--- config.mk ---
export PLATFORM = sky130hd
export DESIGN_NAME = pcce_ctrl
export DESIGN_NICKNAME = d
export VERILOG_FILES = /design/src/rtl/pcce_pkg.sv /design/src/rtl/pcce_ctrl.sv
export VERILOG_INCLUDE_DIRS = /design/src /design/src/rtl
export SDC_FILE = /design/constraint.sdc
export NUM_CORES = 1
export LEC_CHECK = 0
export BUFFER_PORTS_ARGS = -buffer_cell sky130_fd_sc_hd__buf_2
export CORE_AREA = 3 3 40 42
export CTS_CLUSTER_SIZE = 24
export DETAILED_ROUTE_END_ITERATION = 8
export DIE_AREA = 0 0 43 45
export GPL_TIMING_DRIVEN = 0
export PLACE_DENSITY = 0.69
export SLEW_MARGIN = 40
export SYNTH_ARGS = -nofsm -noshare
export SYNTH_HDL_FRONTEND = slang
export SYNTH_SLANG_ARGS = --single-unit
--- constraint.sdc ---
create_clock -name clk -period 1.28 [get_ports clk]
set_clock_uncertainty 0.15 [all_clocks]
set_input_delay 0.192 -clock clk [delete_from_list [all_inputs] [get_ports clk]]
set_output_delay 0.192 -clock clk [all_outputs]
set_load 0.01 [all_outputs]
--- src/rtl/palette_color_cycling_engine_macros.svh ---
// Assertion macros for the palette color cycling engine.
`ifndef PALETTE_COLOR_CYCLING_ENGINE_MACROS_SVH
`define PALETTE_COLOR_CYCLING_ENGINE_MACROS_SVH
`ifndef SYNTH
`define PCCE_ASSERT(label, clk, rst_n, prop) \
    label: assert property (@(posedge clk) disable iff (!rst_n) prop) \
        else $error("pcce assertion failed");
`define PCCE_ASSERT_CLK(label, clk, prop) \
    label: assert property (@(posedge clk) prop) \
        else $error("pcce assertion failed");
`else
`define PCCE_ASSERT(label, clk, rst_n, prop)
`define PCCE_ASSERT_CLK(label, clk, prop)
`endif
`endif

--- src/rtl/pcce_pkg.sv ---
// Shared codes, constants and control types of the palette color cycling engine.
package pcce_pkg;

    localparam logic [1:0] ACT_BASE = 2'd0;
    localparam logic [1:0] ACT_DESC = 2'd1;
    localparam logic [1:0] ACT_TICK = 2'd2;
    localparam logic [1:0] ACT_LOOK = 2'd3;

    localparam int          RATE_NUM_W   = 30;
    localparam logic [29:0] RATE_NUM     = 30'd819200000;
    localparam int          DIV_CNT_W    = 5;
    localparam logic [4:0]  PERIOD_STEPS = 5'd30;
    localparam logic [4:0]  RATIO_STEPS  = 5'd8;

    typedef struct packed {
        logic base_wr;
        logic look_rd;
        logic desc_latch;
        logic desc_wr;
        logic tick_init;
        logic slot_eval;
        logic slot_next;
        logic rd_cur;
        logic rd_old;
        logic mix;
        logic wr_work;
    } pcce_cmd_t;

    typedef struct packed {
        logic div_done;
        logic slot_active;
        logic slot_last;
        logic entry_last;
    } pcce_stat_t;

endpackage

--- src/rtl/pcce_ctrl.sv ---
// Sequencing state machine of the palette color cycling engine.
`include "palette_color_cycling_engine_macros.svh"
module pcce_ctrl
    import pcce_pkg::*;
(
    input  logic       clk,
    input  logic       rst_n,
    input  logic       start,
    input  logic [1:0] action,
    input  pcce_stat_t stat,
    output pcce_cmd_t  cmd,
    output logic       busy,
    output logic       out_valid
);

    localparam logic [3:0] S_IDLE = 4'd0;
    localparam logic [3:0] S_LOOK = 4'd1;
    localparam logic [3:0] S_DDIV = 4'd2;
    localparam logic [3:0] S_SLOT = 4'd3;
    localparam logic [3:0] S_RDIV = 4'd4;
    localparam logic [3:0] S_RCUR = 4'd5;
    localparam logic [3:0] S_ROLD = 4'd6;
    localparam logic [3:0] S_MIX  = 4'd7;
    localparam logic [3:0] S_WR   = 4'd8;

    logic [3:0] state_reg;
    logic [3:0] state_next;

    always_ff @(posedge clk or negedge rst_n)
    begin
        if (!rst_n)
        begin
            state_reg <= S_IDLE;
        end
        else
        begin
            state_reg <= state_next;
        end
    end

    always_comb
    begin
        state_next = state_reg;
        cmd        = '0;
        busy       = 1'b1;
        out_valid  = 1'b0;
        unique case (state_reg)
            S_IDLE:
            begin
                busy = 1'b0;
                if (start)
                begin
                    unique case (action)
                        ACT_BASE: cmd.base_wr = 1'b1;
                        ACT_DESC:
                        begin
                            cmd.desc_latch = 1'b1;
                            state_next     = S_DDIV;
                        end
                        ACT_TICK:
                        begin
                            cmd.tick_init = 1'b1;
                            state_next    = S_SLOT;
                        end
                        default:
                        begin
                            cmd.look_rd = 1'b1;
                            state_next  = S_LOOK;
                        end
                    endcase
                end
            end
            S_LOOK:
            begin
                out_valid  = 1'b1;
                state_next = S_IDLE;
            end
            S_DDIV:
            begin
                if (stat.div_done)
                begin
                    cmd.desc_wr = 1'b1;
                    state_next  = S_IDLE;
                end
            end
            S_SLOT:
            begin
                priority if (stat.slot_active)
                begin
                    cmd.slot_eval = 1'b1;
                    state_next    = S_RDIV;
                end
                else if (stat.slot_last)
                begin
                    state_next = S_IDLE;
                end
                else
                begin
                    cmd.slot_next = 1'b1;
                end
            end
            S_RDIV:
            begin
                if (stat.div_done)
                begin
                    state_next = S_RCUR;
                end
            end
            S_RCUR:
            begin
                cmd.rd_cur = 1'b1;
                state_next = S_ROLD;
            end
            S_ROLD:
            begin
                cmd.rd_old = 1'b1;
                state_next = S_MIX;
            end
            S_MIX:
            begin
                cmd.mix    = 1'b1;
                state_next = S_WR;
            end
            S_WR:
            begin
                cmd.wr_work = 1'b1;
                priority if (!stat.entry_last)
                begin
                    state_next = S_RCUR;
                end
                else if (stat.slot_last)
                begin
                    state_next = S_IDLE;
                end
                else
                begin
                    cmd.slot_next = 1'b1;
                    state_next    = S_SLOT;
                end
            end
            default:
            begin
                state_next = S_IDLE;
            end
        endcase
    end

    `PCCE_ASSERT(a_look_one_later, clk, rst_n, out_valid |-> $past(start && !busy && action == ACT_LOOK))
    `PCCE_ASSERT(a_base_single, clk, rst_n, (start && !busy && action == ACT_BASE) |=> !busy)
    `PCCE_ASSERT(a_other_busy, clk, rst_n, (start && !busy && action != ACT_BASE) |=> busy)
    `PCCE_ASSERT(a_eval_after_div, clk, rst_n, cmd.rd_cur |-> stat.div_done)

endmodule

; ---- Word-level counts from Yosys, hierarchy flattened
; Index checks and enable logic that the tools add are counted.
[word_totals]
ff_bits = 4
in_bits = 9
output_inout_bits = 13
wordCells = 51
[classes]
eq_ne = 15
muxes = 31
reduce_logical = 4
[ops]
columns = operator, n
row1 = $pmux 4 s8, 1
row2 = $mux 4, 6
row3 = $mux 1, 19
row4 = $eq 4x3->1 const B, 4
row5 = $pmux 4 s3, 1
row6 = $eq 4x2->1 const B, 2
row7 = $ne 2x2->1 const B, 4
row8 = $mux 3, 2
row9 = $reduce_and 5->1, 1
row10 = $eq 4x1->1 const B, 1
row11 = $eq 4x4->1 const B, 1
row12 = $logic_not 4->1, 1
row13 = $ne 3x3->1 const B, 1
row14 = $reduce_or 3->1, 1
row15 = $eq 2x1->1 const B, 1
row16 = $eq 2x2->1 const B, 1
row17 = $logic_not 2->1, 1
row18 = $mux 2, 1
row19 = $pmux 1 s2, 1

; ---- Depth between registers and ports, before layout
; Gate-level depths: netlist of the first run.
[depth]
word_depth = 5
mapped_depth = 6
depth_no_buf = 6

; ---- Worst setup path after synthesis of the first run
; No wires, ideal clock.
[synth_path]
path_type = reg2out
startpoint = register state_reg[2]
endpoint = output port cmd[4] (netlist bit)
arrival_time_ps = 1145
required_ps = 938
path_slack_ps = -207
path_stages_with_launch = 5
path_buffers = 1
cell_sequence = dfrtp_1 > buf_6 > nor4b_2 > nand3b_1 > nand2b_1
[synth_lines]
columns = item, line_no
row1 = start: declaration, pcce_ctrl.sv:26  ; logic [3:0] state_reg;
row2 = start signal: assignment, pcce_ctrl.sv:37  ; state_reg <= state_next;
row3 = end: declaration, pcce_ctrl.sv:11  ; output pcce_cmd_t cmd,

==> results of run 1 <==
worst paths after layout:
check	end	slack (ns)	cells after the start	from
max	cmd[4]	-0.49	5	state_reg[2]
min	state_reg[3]	0.14	2	rst_n
max reg2reg	state_reg[0]	-0.41	7	state_reg[2]
min reg2reg	state_reg[3]	0.62	2	state_reg[1]
max in group asynchronous	state_reg[1]	0.70	2	rst_n
min in group clk	state_reg[0]	0.19	3	stat[2]
final cells by class:
cell class / instances / share of cell area
Multi-Input combinational cell: 51 / 0.440
Clock buffer: 3 / 0.0217
Sequential cell: 4 / 0.0990
Timing Repair Buffer: 44 / 0.362
Tap cell: 15 / 0.0181
Buffer: 4 / 0.0435
Inverter: 3 / 0.0157
worst max-delay path, cell delays in order (launching register included):
cell and delay, ns:
dfrtp_1 0.42, buf_6 0.15, nor4b_4 0.23, nand3b_1 0.16, nand2b_1 0.10, buf_2 0.13
synth_stat cells:
cell type / count
o21ai_0: 2
nand2_1: 3
ha_1: 5
buf_4: 1
nor4_2: 1
a21bo_1: 1
xnor2_1: 1
inv_1: 3
nand3b_1: 1
o21ai_1: 2
dfrtp_1: 4
a211oi_1: 1
buf_2: 2
o31ai_1: 1
and2_1: 4
nor3b_1: 4
a21oi_1: 3
a21boi_0: 1
o22ai_1: 1
nor4b_4: 1
nor4b_2: 1
a21boi_1: 1
nor2_1: 8
nor3_1: 1
nor2b_1: 1
nand2b_1: 3
and3_1: 1
a31o_1: 1
and4_1: 2
buf_6: 1
power breakdown:
part	switching [W]	total, W	leakage [nW]	internal (W)
combinational	0.000745	0.00177	0.450	0.00103
clock	0.0000611	0.000167	0.0138	0.000106
sequential	0.0000954	0.000285	0.0470	0.000189
timing repair:
action | 4_1_cts | 5_1_grt
gates resized for setup | 26 | 16
buffers inserted | 17 | 7
pin swaps | 8 | 8
hold buffers | 1 | 0
gates cloned | 0 | 0
endpoints found under the hold margin | 4 | 0
setup endpoints to repair | 16 | 16
through the flow:
stage	total power (W)	hold WS, ns	cell area (um^2)	utilization
after floorplan	0.000875	-0.254	527	-
after global placement	0.00109	-0.154	651	0.506
after detailed placement	0.00109	-0.152	651	0.506
after CTS	0.00194	0.139	930	0.723
after global routing	0.00236	0.143	1040	0.806
final	0.00222	0.140	1040	0.806
cell families after synthesis:
group	Yosys count	synth area share
and+or+nand+nor	31	0.409
AOI/OAI and AO/OA	14	0.176
buffers and inverters	7	0.0784
adders and majority gates	5	0.123
DFF	4	0.196
xor gates and xnor gates	1	0.0172
metal layers:
layer  share of wire  up-vias  global-route usage
li1                -      312                   -
met1            0.37      308               0.230
met2            0.54       32               0.383
met3           0.074        4              0.0876
met4           0.019        0              0.0783
met5               0        -                   0
==> out/metrics.csv, run 1 <==
stage,metric,value,unit
outcome,status,"finished, violations left",
outcome,violations,negative setup slack,
cells_and_area,largest_reg_flops,4,
synth,ys_types,30,
synth,ys_warn_count,0,
flow_run,drv_cap,0,
cts,clock_latency,0.24,ns
place,pre_cts_ws,-0.313,ns
synth,syn_area_per_cell,8.23,um^2
synth,postSynthCellCount,62,
power,p_leak,0.511,nW
timing,tightestPinTransition,0.290,ns
place,dp_hpwl,949,um
routing,first_iter_violations,14,
floorplan,die_height,45,um
timing,fmax,564,MHz
global_routing,antenna_found_initial,0,
routing,vias_per_cell,5.29,
timing,final.setup.tns,-6.21,ns
timing,period_needed,1.77,ns
floorplan,design.die.area,1940,um^2
floorplan,initial_core_util,0.397,
min_path,min_path_type,input pin to async pin,
synth,synth_nets,76,
timing,rsz0062_at_grt,true,
critical_path,worstPathRequired,0.94,ns
place,portBuffers,21,
synth,yosys.area.top_type,dfrtp_1,
global_routing,overflow,0,
cts,cts_buffers,3,
global_routing,grt_pass1_vias,667,
routing,drc,0,
timing,relSlewSlack,0.805,
cts,htreeDepth,1,
cells_and_area,fillers,93,
timing,finalCritPeriodShare,1.39,
cts,cts_buffer_depth,2,
place,post-place-cells,98,
cells_and_area,drive_above_1_share,0.651,
synth,synth_area_leaders,"dfrtp_1 (20%), ha_1 (12%), nor2_1 (5.9%)",
critical_path,cp.arrival,1.43,ns
synth,syn_area,510,um^2
floorplan,die_x,43,um
floorplan,rows,13,
cells_and_area,n_antenna_cell,0,
timing,setup_slack,-0.494,ns
timing,final-setup-viol-count,16,
cts,clk_pin_slew,0.04,ns
global_routing,grt_first_pass_wirelength,3080,um
critical_path,worstSetupStartpointType,flip-flop,
synth,synth.ff_latch_count,4,
routing,ant_nets,0,
synth,synth_seq_area_share,0.196,
cells_and_area,fin_nets,125,
synth,synth_top_area_frac,0.196,
cts,tritoncts,done,
critical_path,setup.worst_path.end_class,output port,
timing,hold_viol,0,
floorplan,ios,22,
floorplan,core_area,1280,um^2
routing,routedWlPerCell,16.1,um
cts,root_buffer,clkbuf_4,
routing,vias,656,
cells_and_area,synthToLayoutAreaGrowth,103,%
power,power_density,2140,nW/um^2
critical_path,crit_path_max_fanout,3,
power,ir_worst_vdd,1.42,mV
timing,report.final.slew_viol_count,0,
cells_and_area,seqCellArea,103,um^2
cts,cts_sinks,4,
routing,drtPass1Iterations,4,
cells_and_area,fin_cells,124,
global_routing,grt_usage,0.215,
cells_and_area,multiInputGateArea,455,um^2
global_routing,grt_max_degree,9,
cells_and_area,final_cell_mix,"buf_6 (16), buf_2 (16), buf_4 (12), nor2_1 (6), ha_1 (5)",
place,place_congestion,0.869,
routing,postRouteWirelength,1990,um
critical_path,critPathKind,flip-flop to output port,
No activity file was read; power rests on OpenSTA's default activity.
==> inputs of run 2 (changes only) <==
==> constraint.sdc (replaced) <==
create_clock -name clk -period 1.28 [get_ports clk]
set_clock_uncertainty 0.15 [all_clocks]
set_input_delay 0.128 -clock clk [delete_from_list [all_inputs] [get_ports clk]]
set_output_delay 0.128 -clock clk [all_outputs]
set_load 0.01 [all_outputs]
==> run 2 against run 1 <==
Effect of this change: power increased by 11%; largest cell class unchanged; utilization increased by 3.6 points; design area increased by 4.5%; critical path type unchanged; critical path depth decreased by 1; global-route usage decreased by 1.2 points; the flow still finishes with violations (negative setup slack); sequential share of layout area decreased by 0.42 points.
==> out/metrics.csv, run 2 (synthesis results as in run 1) <==
stage,metric,value,unit
routing,drc,0,
outcome,status,"finished, violations left",
outcome,violations,negative setup slack,
cells_and_area,largest_reg_flops,4,
cells_and_area,final_cell_mix,"buf_2 (18), buf_4 (15), buf_6 (11), ha_1 (5)",
cells_and_area,fin_cells,124,
floorplan,initial_core_util,0.397,
cells_and_area,seqCellArea,103,um^2
place,postPlaceCellArea,653,um^2
global_routing,grt_usage,0.204,
cts,root_buffer,clkbuf_4,
floorplan,die_height,45,um
critical_path,critPathKind,flip-flop to output port,
floorplan,ios,22,
critical_path,ff2ff_setup_slack,-0.39,ns
floorplan,design.die.area,1940,um^2
timing,fmax,566,MHz
routing,vias,691,
routing,postRouteWirelength,2240,um
place,post-place-cells,98,
cells_and_area,drive_above_1_share,0.706,
power,switching_share,0.436,
critical_path,cp.arrival,1.49,ns
power,ir_worst_vdd,1.40,mV
power,power.total,0.00246,W
timing,tightestPinTransition,0.366,ns
cells_and_area,fin_nets,125,
timing,relSlewSlack,0.755,
cells_and_area,postLayoutCellArea,1080,um^2
timing,finalCritPeriodShare,1.38,
cts,clk_pin_slew,0.04,ns
critical_path,worstSetupStartpointType,flip-flop,
cells_and_area,fillers,64,
global_routing,grt_max_degree,11,
routing,drtPass1Iterations,4,
cts,cts_buffers,3,
critical_path,timing.rr.end,state_reg[0],
cts,clock_latency,0.25,ns
cts,htreeDepth,1,
power,combPwrFrac,0.808,
cells_and_area,multiInputGateArea,543,um^2
cells_and_area,synthToLayoutAreaGrowth,112,%
global_routing,overflow,0,
critical_path,r2r_start,state_reg[2],
floorplan,core_area,1280,um^2
critical_path,r2r_cells,7,
routing,ant_nets,0,
critical_path,crit_path_max_fanout,5,
timing,final-setup-viol-count,16,
routing,first_iter_violations,15,
power,power_density,2270,nW/um^2
timing,rsz0062_at_grt,true,
place,dp_hpwl,1030,um
timing,setup_slack,-0.488,ns
critical_path,setup.worst_path.end_class,output port,
cts,tritoncts,done,
place,portBuffers,21,
place,place_congestion,0.847,
timing,hold_viol,0,
place,pre_cts_ws,-0.260,ns
flow_run,drv_cap,0,
power,clkPwrFrac,0.069,
power,intPower,0.00139,W
critical_path,worstPathRequired,1.00,ns
routing,vias_per_cell,5.57,
global_routing,grt_pass1_vias,627,
power,p_seq_frac,0.123,
floorplan,rows,13,
timing,period_needed,1.77,ns
cts,cts_sinks,4,
power,p_leak,0.531,nW
cells_and_area,n_antenna_cell,0,
cts,cts_buffer_depth,2,
timing,final.setup.tns,-5.35,ns
global_routing,antenna_found_initial,0,
min_path,min_path_type,input pin to async pin,
global_routing,grt_first_pass_wirelength,2850,um
routing,routedWlPerCell,18.0,um
cells_and_area,final_common_cell,buf_2,
timing,report.final.slew_viol_count,0,
floorplan,die_x,43,um
power,net-switching-power,0.00107,W
run 2: power groups by stage:
stage | registers [W] | clock network [W] | logic [W]
finish | 0.000301 | 0.000171 | 0.00199
global route | 0.000305 | 0.000178 | 0.00210
CTS | 0.000289 | 0.000168 | 0.00139
detailed placement | 0.000258 | 0 | 0.000840
global placement | 0.000256 | 0 | 0.000833
floorplan | 0.000241 | 0 | 0.000637
run 2: per-stage QoR:
step / hold slack (ns) / utilization
finish: 0.0973 / 0.842
global route: 0.109 / 0.842
CTS: 0.0719 / 0.710
detailed placement: -0.213 / 0.508
global placement: -0.219 / 0.508
floorplan: -0.318 / -
run 2: repair_timing:
action / 4_1_cts / 5_1_grt
cloned: 0 / 0
buffers inserted: 15 / 11
hold buffers: 1 / 0
endpoints found under the setup margin: 16 / 16
gates resized for setup: 32 / 22
endpoints found under the hold margin: 4 / 0
pin swaps: 9 / 12
run 2: how the worst max path moves through the flow:
stage / start / slack [ns] / to / cells after the start
after floorplan: state_reg[2] / -0.07 / state_reg[1] / 5
after global placement: state_reg[2] / -0.24 / cmd[4] / 4
after detailed placement: action[0] / -0.26 / state_reg[1] / 7
after CTS: state_reg[2] / -0.39 / cmd[4] / 5
after global routing: state_reg[2] / -0.55 / cmd[4] / 5
final: state_reg[1] / -0.49 / cmd[4] / 4
run 2: layout make-up:
type,instances,share of cell area
repair buffers,44,0.311
multi-input cells,51,0.502
flip-flops and latches,4,0.0948
plain buffers,4,0.0416
clock buffers,3,0.0208
well taps,15,0.0173
inverters,3,0.0127
run 2: per-layer routing:
metal | share of wire | track usage
met4 | 0.019 | 0.133
met2 | 0.52 | 0.386
met5 | 0 | 0
met1 | 0.39 | 0.201
met3 | 0.068 | 0.0398
run 2: critical path, cell delays in order, from the launching register on:
cell and delay [ns]:
dfrtp_2 0.47, nand2_2 0.16, nor4b_4 0.31, nand2b_1 0.16, buf_2 0.13
==> inputs of run 3 (changes only) <==
--- a/config.mk
+++ b/config.mk
@@ -7,12 +7,12 @@
 export NUM_CORES = 1
 export LEC_CHECK = 0
 export BUFFER_PORTS_ARGS = -buffer_cell sky130_fd_sc_hd__buf_2
-export CORE_AREA = 3 3 40 42
+export CORE_AREA = 4 4 41 43
 export CTS_CLUSTER_SIZE = 24
 export DETAILED_ROUTE_END_ITERATION = 8
-export DIE_AREA = 0 0 43 45
+export DIE_AREA = 0 0 45 47
 export GPL_TIMING_DRIVEN = 0
-export PLACE_DENSITY = 0.69
+export PLACE_DENSITY = 0.67
 export SLEW_MARGIN = 40
 export SYNTH_ARGS = -nofsm -noshare
 export SYNTH_HDL_FRONTEND = slang
==> constraint.sdc (replaced) <==
create_clock -name clk -period 1.8 [get_ports clk]
set_clock_uncertainty 0.15 [all_clocks]
set_input_delay 0.18 -clock clk [delete_from_list [all_inputs] [get_ports clk]]
set_output_delay 0.18 -clock clk [all_outputs]
set_load 0.01 [all_outputs]
==> run 3 against run 2 <==
Effect of this change: the flow now finishes without violations; utilization fell by 30 points; routed wire length fell by 43%; critical path depth did not move; non-clock buffer count fell by 22; hold slack improved by 0.041 ns; sequential power fell by 33%; first-iteration DRC count fell by 87%; global-route usage fell by 7.1 points; count of clock-buffer cells in the layout did not move; die area rose by 9.3%; power fell by 62%; setup slack improved by 0.57 ns; critical path type unchanged; largest cell class unchanged.
==> out/metrics.csv, run 3 (synthesis results as in run 1) <==
stage,metric,value,unit
outcome,status,completed,
routing,vias,524,
timing,rsz0062_at_grt,true,
cts,clk_pin_slew,0.04,ns
cells_and_area,fin_cells,102,
power,net-switching-power,0.000445,W
power,p_leak,0.353,nW
global_routing,overflow,0,
cts,root_buffer,clkbuf_4,
routing,drc,0,
timing,period_needed,1.72,ns
cts,cts_buffer_depth,2,
cells_and_area,synthToLayoutAreaGrowth,37.5,%
timing,report.final.slew_viol_count,0,
cells_and_area,fin_util,0.539,
floorplan,die_height,47,um
cts,tritoncts,done,
timing,final.setup.tns,0,ns
global_routing,grt_first_pass_wirelength,2060,um
critical_path,crit_path_max_fanout,10,
timing,fmax,581,MHz
cts,cts_sinks,4,
place,pre_cts_ws,0.231,ns
cts,htreeDepth,1,
timing,final-setup-viol-count,0,
timing,hold_viol,0,
flow_run,drv_cap,0,
cells_and_area,drive_above_1_share,0.425,
global_routing,grt_pass1_vias,504,
timing,finalCritPeriodShare,0.956,
power,intPower,0.000493,W
floorplan,initial_core_util,0.392,
routing,first_iter_violations,2,
critical_path,worstPathRequired,1.47,ns
routing,postRouteWirelength,1280,um
power,ir_worst_vdd,0.833,mV
cells_and_area,fin_nets,103,
critical_path,cp.arrival,1.39,ns
global_routing,antenna_found_initial,0,
floorplan,die_x,45,um
power,p_seq_frac,0.214,
power,combPwrFrac,0.670,
place,place_congestion,0.846,
min_path,min_path_type,input pin to async pin,
floorplan,rows,13,
critical_path,critPathKind,flip-flop to output port,
cts,cts_buffers,3,
timing,tightestPinTransition,0.262,ns
cells_and_area,largest_reg_flops,4,
global_routing,grt_usage,0.133,
global_routing,grt_max_degree,11,
place,portBuffers,21,
power,clkPwrFrac,0.116,
routing,routedWlPerCell,12.6,um
place,dp_hpwl,986,um
routing,drtPass1Iterations,3,
floorplan,design.die.area,2120,um^2
critical_path,worstSetupStartpointType,flip-flop,
cells_and_area,n_antenna_cell,0,
cts,clock_latency,0.23,ns
floorplan,ios,22,
timing,setup_slack,0.0794,ns
routing,ant_nets,0,
power,switching_share,0.474,
critical_path,setup.worst_path.end_class,output port,
power,power_density,1340,nW/um^2
cells_and_area,final_common_cell,buf_2,
floorplan,core_area,1300,um^2
routing,vias_per_cell,5.14,
cells_and_area,final_cell_mix,"buf_2 (22), nor2_1 (6), ha_1 (5), and2_1 (4), nor3b_1 (4)",
timing,relSlewSlack,0.824,
place,post-place-cells,98,
[run 3: power groups by stage]
stage	clock, W	sequential [W]	combinational, W
5_1_grt	0.000125	0.000203	0.000691
2_1_floorplan	0	0.000164	0.000431
3_5_place_dp	0	0.000174	0.000580
4_1_cts	0.000113	0.000178	0.000590
3_3_place_gp	0	0.000176	0.000571
6_report	0.000109	0.000201	0.000628
[run 3: cell type report]
class,count,area [um^2]
inverter,3,11.3
sequential,4,103
multi-input combinational,51,397
timing repair buffer,22,115
tap,15,18.8
fill,143,599
clock buffer,3,22.5
buffer,4,35.0
[run 3: timing repair]
item	CTS	global route
hold buffers	1	0
endpoints found under the hold margin	4	0
pin swaps	0	0
setup buffers	0	0
resized for setup	2	9
setup endpoints to repair	5	5
[run 3: metrics by stage]
stage                     total power, W  cell area (um^2)  hold slack, ns
after CTS                       0.000880               672           0.123
after detailed placement        0.000753               634          -0.163
after global routing             0.00102               702           0.167
after floorplan                 0.000595               510          -0.266
after global placement          0.000746               634          -0.165
final                           0.000938               702           0.138
[run 3: worst max-delay path: stages, from the launching register on]
cell and delay, ns:
dfrtp_1 0.38, buf_4 0.17, nand2b_1 0.22, nor3b_1 0.22, buf_2 0.16
[run 3: final timing paths]
| check | start | endpoint | slack (ns) | cells after the start |
|---|---|---|---|---|
| worst min register to register | state_reg[3] | state_reg[2] | 0.51 | 2 |
| min in group clk | stat[2] | state_reg[0] | 0.20 | 3 |
| max in group asynchronous | rst_n | state_reg[1] | 1.23 | 2 |
| worst max register to register | state_reg[2] | state_reg[1] | 0.30 | 5 |
| worst min-delay path | rst_n | state_reg[3] | 0.14 | 2 |
| worst max-delay path | state_reg[3] | cmd[2] | 0.08 | 4 |
[run 3: per-layer routing]
layer	part of all wire	GRT usage	vias up
li1	-	-	268
met1	0.44	0.155	237
met2	0.46	0.223	19
met3	0.091	0.0460	0
met4	0	0.0526	0
met5	0	0	-
